$ cat src/hdl/acb_pkg.sv
`default_nettype none

package acb_pkg;

	// fixed field widths
	localparam int REG_W     = 13;
	localparam int CFG_IDX_W = 3;
	localparam int CHAN_W    = 8;
	localparam int ADDR_W    = 24;
	localparam int SUM_W     = 2 * CHAN_W;

	// configuration register indexes
	typedef enum logic [CFG_IDX_W-1:0] {
		REG_DEST_WIDTH  = 3'd0,
		REG_DEST_HEIGHT = 3'd1,
		REG_TOP_WIDTH   = 3'd2,
		REG_TOP_HEIGHT  = 3'd3,
		REG_PLACE_X     = 3'd4,
		REG_PLACE_Y     = 3'd5
	} cfg_reg_t;

	// one color triple
	typedef struct packed {
		logic [CHAN_W-1:0] red;
		logic [CHAN_W-1:0] green;
		logic [CHAN_W-1:0] blue;
	} rgb_t;

	// (d*(255-a) + t*a) / 255, truncated; the sum stays below 2^16 so the
	// divide by 255 is exact as (x + 1 + (x >> 8)) >> 8
	function automatic logic [CHAN_W-1:0] blend(
		input logic [CHAN_W-1:0] d,
		input logic [CHAN_W-1:0] t,
		input logic [CHAN_W-1:0] a
	);
		logic [CHAN_W-1:0] inv;
		logic [SUM_W-1:0]  x;
		logic [SUM_W:0]    q;
		inv = ~a;
		x   = SUM_W'(d * inv) + SUM_W'(t * a);
		q   = {1'b0, x} + (SUM_W+1)'(1) + (SUM_W+1)'(x >> CHAN_W);
		return q[SUM_W-1:CHAN_W];
	endfunction

endpackage

`default_nettype wire

$ cat src/hdl/alpha_compose_blit.sv
// alpha_compose_blit: blends a top image over a destination image
// pipeline: an accepted pixel pair passes through the input stage and then the result register
// throughput: one pixel pair per cycle; in_ready drops only while both the
// input stage and the result register hold requests that cannot advance
// reset: arst_n clears the configuration registers, the raster counters and both valid bits
`default_nettype none

module alpha_compose_blit #(
	parameter int MAX_DIM = 4096
) (
	input  logic                         clk,
	input  logic                         arst_n,

	input  logic                         cfg_write,
	input  logic [acb_pkg::CFG_IDX_W-1:0] cfg_index,
	input  logic [acb_pkg::REG_W-1:0]    cfg_data,

	input  logic                         in_valid,
	output logic                         in_ready,
	input  logic [acb_pkg::CHAN_W-1:0]   top_red,
	input  logic [acb_pkg::CHAN_W-1:0]   top_green,
	input  logic [acb_pkg::CHAN_W-1:0]   top_blue,
	input  logic [acb_pkg::CHAN_W-1:0]   top_alpha,
	input  logic [acb_pkg::CHAN_W-1:0]   dest_red,
	input  logic [acb_pkg::CHAN_W-1:0]   dest_green,
	input  logic [acb_pkg::CHAN_W-1:0]   dest_blue,

	output logic                         out_valid,
	input  logic                         out_ready,
	output logic [acb_pkg::CHAN_W-1:0]   out_red,
	output logic [acb_pkg::CHAN_W-1:0]   out_green,
	output logic [acb_pkg::CHAN_W-1:0]   out_blue,
	output logic [acb_pkg::ADDR_W-1:0]   dest_address,
	output logic [acb_pkg::ADDR_W-1:0]   top_address,
	output logic                         is_last,
	output logic                         clipped
);
	import acb_pkg::*;

	localparam int CNT_W = (MAX_DIM > 1) ? $clog2(MAX_DIM) : 1;
	localparam int OVL_W = $clog2(MAX_DIM + 1);
	localparam int CMP_W = ((OVL_W > REG_W) ? OVL_W : REG_W) + 1;

	// configuration registers
	logic [REG_W-1:0] dest_width_q, dest_height_q;
	logic [REG_W-1:0] top_width_q, top_height_q;
	logic [REG_W-1:0] place_x_q, place_y_q;

	// raster counters
	logic [CNT_W-1:0] col_q, row_q;

	// input stage
	logic             valid_s1;
	rgb_t             top_s1, dest_s1;
	logic [CHAN_W-1:0] alpha_s1;
	logic [CNT_W-1:0] col_s1, row_s1;
	logic             last_s1, clip_s1;

	// result stage
	logic             valid_s2;
	rgb_t             color_s2;
	logic [ADDR_W-1:0] dest_addr_s2, top_addr_s2;
	logic             last_s2, clip_s2;

	logic             adv_s2, accept, cfg_hit;
	logic [OVL_W-1:0] ovl_w, ovl_h;
	logic             empty, last_col, last_row;

	// clipped overlap in one direction
	function automatic logic [OVL_W-1:0] overlap(
		input logic [REG_W-1:0] dest,
		input logic [REG_W-1:0] pos,
		input logic [REG_W-1:0] top
	);
		logic [REG_W-1:0] d;
		d = dest - pos;
		if (pos >= dest) begin
			d = '0;
		end
		if (d > top) begin
			d = top;
		end
		if (CMP_W'(d) > CMP_W'(MAX_DIM)) begin
			return OVL_W'(MAX_DIM);
		end
		return OVL_W'(d);
	endfunction

	// handshake
	assign adv_s2   = !valid_s2 || out_ready;
	assign in_ready = !valid_s1 || adv_s2;
	assign accept   = in_valid && in_ready;

	// overlap and end-of-row/frame detection
	always_comb begin
		ovl_w    = overlap(dest_width_q, place_x_q, top_width_q);
		ovl_h    = overlap(dest_height_q, place_y_q, top_height_q);
		empty    = (ovl_w == '0) || (ovl_h == '0);
		last_col = (CMP_W'(col_q) + CMP_W'(1)) >= CMP_W'(ovl_w);
		last_row = (CMP_W'(row_q) + CMP_W'(1)) >= CMP_W'(ovl_h);
	end

	// register index decode
	always_comb begin
		case (cfg_index)
			REG_DEST_WIDTH, REG_DEST_HEIGHT, REG_TOP_WIDTH,
			REG_TOP_HEIGHT, REG_PLACE_X, REG_PLACE_Y: cfg_hit = 1'b1;
			default: cfg_hit = 1'b0;
		endcase
	end

	// configuration, counters and valid bits
	always_ff @(posedge clk or negedge arst_n) begin
		if (!arst_n) begin
			dest_width_q  <= '0;
			dest_height_q <= '0;
			top_width_q   <= '0;
			top_height_q  <= '0;
			place_x_q     <= '0;
			place_y_q     <= '0;
			col_q         <= '0;
			row_q         <= '0;
			valid_s1      <= 1'b0;
			valid_s2      <= 1'b0;
		end else begin
			if (cfg_write) begin
				case (cfg_index)
					REG_DEST_WIDTH:  dest_width_q  <= cfg_data;
					REG_DEST_HEIGHT: dest_height_q <= cfg_data;
					REG_TOP_WIDTH:   top_width_q   <= cfg_data;
					REG_TOP_HEIGHT:  top_height_q  <= cfg_data;
					REG_PLACE_X:     place_x_q     <= cfg_data;
					REG_PLACE_Y:     place_y_q     <= cfg_data;
					default: ;
				endcase
			end
			if (cfg_write && cfg_hit) begin
				col_q <= '0;
				row_q <= '0;
			end else if (accept && !empty) begin
				if (last_col) begin
					col_q <= '0;
					row_q <= last_row ? '0 : row_q + CNT_W'(1);
				end else begin
					col_q <= col_q + CNT_W'(1);
				end
			end
			if (in_ready) begin
				valid_s1 <= in_valid;
			end
			if (adv_s2) begin
				valid_s2 <= valid_s1;
			end
		end
	end

	// input stage payload
	always_ff @(posedge clk) begin
		if (accept) begin
			top_s1   <= '{red: top_red, green: top_green, blue: top_blue};
			dest_s1  <= '{red: dest_red, green: dest_green, blue: dest_blue};
			alpha_s1 <= top_alpha;
			col_s1   <= col_q;
			row_s1   <= row_q;
			last_s1  <= !empty && last_col && last_row;
			clip_s1  <= empty;
		end
	end

	// blend and address arithmetic into the result register
	always_ff @(posedge clk) begin
		if (adv_s2 && valid_s1) begin
			last_s2 <= last_s1;
			clip_s2 <= clip_s1;
			if (clip_s1) begin
				color_s2     <= dest_s1;
				dest_addr_s2 <= '0;
				top_addr_s2  <= '0;
			end else begin
				color_s2.red   <= blend(dest_s1.red, top_s1.red, alpha_s1);
				color_s2.green <= blend(dest_s1.green, top_s1.green, alpha_s1);
				color_s2.blue  <= blend(dest_s1.blue, top_s1.blue, alpha_s1);
				dest_addr_s2   <= (ADDR_W'(place_y_q) + ADDR_W'(row_s1))
					* ADDR_W'(dest_width_q) + ADDR_W'(place_x_q) + ADDR_W'(col_s1);
				top_addr_s2    <= ADDR_W'(row_s1) * ADDR_W'(top_width_q)
					+ ADDR_W'(col_s1);
			end
		end
	end

	// outputs
	assign out_valid    = valid_s2;
	assign out_red      = color_s2.red;
	assign out_green    = color_s2.green;
	assign out_blue     = color_s2.blue;
	assign dest_address = dest_addr_s2;
	assign top_address  = top_addr_s2;
	assign is_last      = last_s2;
	assign clipped      = clip_s2;

	// a clipped request carries no addresses and no end flag
	a_clip_fields: assert property (@(posedge clk) disable iff (!arst_n)
		out_valid && clipped |-> !is_last && dest_address == '0 && top_address == '0)
		else $error("clipped request with nonzero addresses or end flag");

	// an empty result register never stalls the input side
	a_ready_free: assert property (@(posedge clk) disable iff (!arst_n)
		!out_valid |-> in_ready)
		else $error("input stalled with empty result register");

	// a request waiting for out_ready holds its payload
	a_out_hold: assert property (@(posedge clk) disable iff (!arst_n)
		out_valid && !out_ready |=> out_valid && $stable(dest_address) && $stable(is_last))
		else $error("stalled result changed");

	// counters restart after the final pixel of the overlap
	a_wrap: assert property (@(posedge clk) disable iff (!arst_n)
		accept && !empty && last_col && last_row && !cfg_write |=> col_q == '0 && row_q == '0)
		else $error("counters did not wrap after final pixel");

endmodule

`default_nettype wire
$ cat config.mk
export PLATFORM = sky130hd
export DESIGN_NAME = alpha_compose_blit
export DESIGN_NICKNAME = d
export VERILOG_FILES = /design/src/hdl/acb_pkg.sv /design/src/hdl/alpha_compose_blit.sv
export SDC_FILE = /design/constraint.sdc
export NUM_CORES = 2
export LEC_CHECK = 0
export BUFFER_PORTS_ARGS = -buffer_cell sky130_fd_sc_hd__buf_2
export CAP_MARGIN = 20
export CORE_MARGIN = 2
export CORE_UTILIZATION = 38
export CTS_BUF_LIST = sky130_fd_sc_hd__clkbuf_4
export DETAILED_ROUTE_END_ITERATION = 16
export PLACE_DENSITY_LB_ADDON = 0.05
export SLEW_MARGIN = 20
export SYNTH_ARGS = -nofsm -noshare
export SYNTH_HDL_FRONTEND = slang
export SYNTH_SLANG_ARGS = --single-unit
export TNS_END_PERCENT = 20
$ cat constraint.sdc
create_clock -name clk -period 7.9 [get_ports clk]
set_input_delay 2.37 -clock clk [delete_from_list [all_inputs] [get_ports clk]]
set_output_delay 2.37 -clock clk [all_outputs]
set_load 0.01 [all_outputs]
==> results.sh <==
export IMPL_crit_buf_inv=6
export IMPL_cts_tree="built"
export IMPL_max_stage_delay_ns=0.56
export IMPL_cts_buffers=85
export IMPL_max_slew_worst_pin_slew_ns=0.996
export IMPL_nNetsFinal=5508
export IMPL_cts_root_buf="clkbuf_4"
export IMPL_design_area_mm2=0.0440
export IMPL_finalWirelength_um=104000
export IMPL_synthDominantAreaCellType="fa_1"
export IMPL_critPathKind="reg2reg"
export IMPL_max_slew_margin=0.332
export IMPL_ctsHtreeMaxLevel=3
export IMPL_placed_area_mm2=0.0426
export IMPL_yosysTopAreaCellShare=0.287
export IMPL_fillCellCount=10300
export IMPL_rsz0062_at_grt="yes"
export IMPL_slew_viol_final=0
export IMPL_synth_area_per_cell_um2=9.46
export IMPL_port_buffers=152
export IMPL_vias=28600
export IMPL_cts_buffer_depth=3
export IMPL_wl_per_cell_um=17.7
export IMPL_worst_ep_arrival_time_ns=8.25
export IMPL_end_kind="register"
export IMPL_place_congestion=0.827
export IMPL_syn_instance_count=4148
export IMPL_path_delay_family="adder cells"
export IMPL_core_area_mm2=0.102
export IMPL_gr_total_overflow=0
export IMPL_path_clk_slew_ns=0.08
export IMPL_cts_sinks=260
export IMPL_dr_first_iter_drc_count=1188
export IMPL_yosys_top_cells_area="fa_1, ha_1, edfxtp_1"
export IMPL_drv_cap=0
export IMPL_grt_pass1_wl_um=168000
export IMPL_synth_edf_count=156
export IMPL_setup_violations=0
export IMPL_ys_warn_count=0
export IMPL_final_common_cell="inv_1"
export IMPL_dieArea_mm2=0.106
export IMPL_path_common_cell="fa_1"
export IMPL_track_usage=0.203
export IMPL_area_growth_pct=12.2
export IMPL_cp_max_fo=16
export IMPL_hold_path_class="reg2reg"
export IMPL_startpoint_type="register"
export IMPL_outcome="finished, final reports clean"
export IMPL_die_w_um=325
export IMPL_fp_row_count=117
export IMPL_required_ns=8.57
export IMPL_clock_skew_ns=0.0512
export IMPL_grt_antenna_before_repair=7
export IMPL_mostFrequentLayoutCells="inv_1, fa_1, ha_1"
export IMPL_start_util=0.384
export IMPL_ys_ff_latch=260
export IMPL_fp_dieH_um=325
export IMPL_grt_max_degree=69
export IMPL_hold_buffers=0
export IMPL_drc=0
export IMPL_synthArstFlopShare=0.400
export IMPL_ios=153
export IMPL_seq_area_frac_synth=0.186
export IMPL_dp_hpwl_um=81800
export IMPL_vias_per_cell=4.89
export IMPL_postRouteAntennaNets=0
export IMPL_synth_ff_type="edfxtp_1"
export IMPL_clock_latency_ns=0.93
export IMPL_slowest_stage="fa_1"
export IMPL_grt_pass1_vias=30200
export IMPL_layout_drive_gt1_share=0.135
export IMPL_yosysUniqueCellTypes=77
export IMPL_max_freq_ghz=0.132
export IMPL_fin_crit_sh=0.959
export IMPL_hold_viol=0
export IMPL_synth_area_mm2=0.0392
export IMPL_fin_crit_ns=7.58
export IMPL_firstDrtPassIters=5
-- worst register-to-register path: cells and delay by family (launching register included) --
family          cells  cell delay, ns
buf+inv             6            0.70
simple gates        6            1.09
compound gates      5            0.96
flops               1            0.41
xor+xnor            2            0.33
mux                 1            0.27
fa+ha+maj           8            3.56
-- registers in the layout (all words and copies together), names as in the netlist, 12 cells and up --
register and cells:
dest_address 24, dest_s1 24, top_address 24, top_s1 24, dest_height_q 13, dest_width_q 13, place_x_q 13, place_y_q 13
top_height_q 13, top_width_q 13, col_q 12, col_s1 12, row_q 12, row_s1 12
-- cells by family after synthesis --
group,count (synthesis),share of synthesized area
simple gates,1265,0.165
fa+ha+maj,1003,0.428
xor+xnor,150,0.0338
compound gates,446,0.0747
buf+inv,943,0.0906
other cells,1,0.0000956
flops,260,0.186
mux,80,0.0226
-- per-stage QoR --
step                TNS, ns  setup slack (ns)  instances  utilization  hold slack (ns)
floorplan                 0             0.220       4150            -            0.400
global placement          0            0.0386       5697        0.417            0.470
detailed placement  -0.0718           -0.0648       5697        0.417            0.465
CTS                       0            0.0156       5846        0.428            0.460
global route        -0.0471           -0.0191       5859        0.431            0.469
finish                    0             0.325       5860        0.431            0.457
-- metal layers --
layer / vias to the layer above / wire length (µm) / GRT usage
met3: 122 / 4000 / 0.0298
met5: - / 34 / 0
met2: 431 / 49200 / 0.339
li1: 13800 / - / -
met1: 14300 / 47500 / 0.272
met4: 4 / 2950 / 0.0604
-- cells in the mapped netlist, drive strengths merged, types with 104 or more instances --
library cell	number
nor2	149
nand2b	133
clkbuf	123
edfxtp	156
ha	440
inv	806
nand2	423
nor2b	115
dfrtp	104
and2	256
o21ai	130
fa	563
-- area by class of cell --
| type | count | area (µm²) | area share |
|---|---|---|---|
| multi-input combinational | 2947 | 28700 | 0.652 |
| sequential | 260 | 7290 | 0.166 |
| inverter | 806 | 3030 | 0.0687 |
| timing repair buffer | 328 | 2200 | 0.0501 |
| tap | 1368 | 1710 | 0.0389 |
| clock buffer | 116 | 871 | 0.0198 |
| clock inverter | 33 | 216 | 0.00492 |
| antenna | 2 | 5.00 | 0.000114 |
-- worst paths after layout --
check	from	depth (start not counted)	slack [ns]	end
worst min register to register	valid_s1	1	0.46	out_valid
min in group asynchronous	arst_n	1	1.49	row_q[10]
worst max-delay path	alpha_s1[1]	28	0.32	out_green[7]
worst min-delay path	valid_s1	1	0.46	out_valid
max in group asynchronous	arst_n	2	5.36	place_x_q[8]
worst max register to register	alpha_s1[1]	28	0.32	out_green[7]
-- repair_timing --
item,in CTS,in global routing
endpoints found under the setup margin,4,20
buffers inserted,0,12
gates resized for setup,9,45
pin swaps,3,12
Power is not shown: default switching activity piles up to over one toggle a cycle in this logic, so the estimate is an artifact.
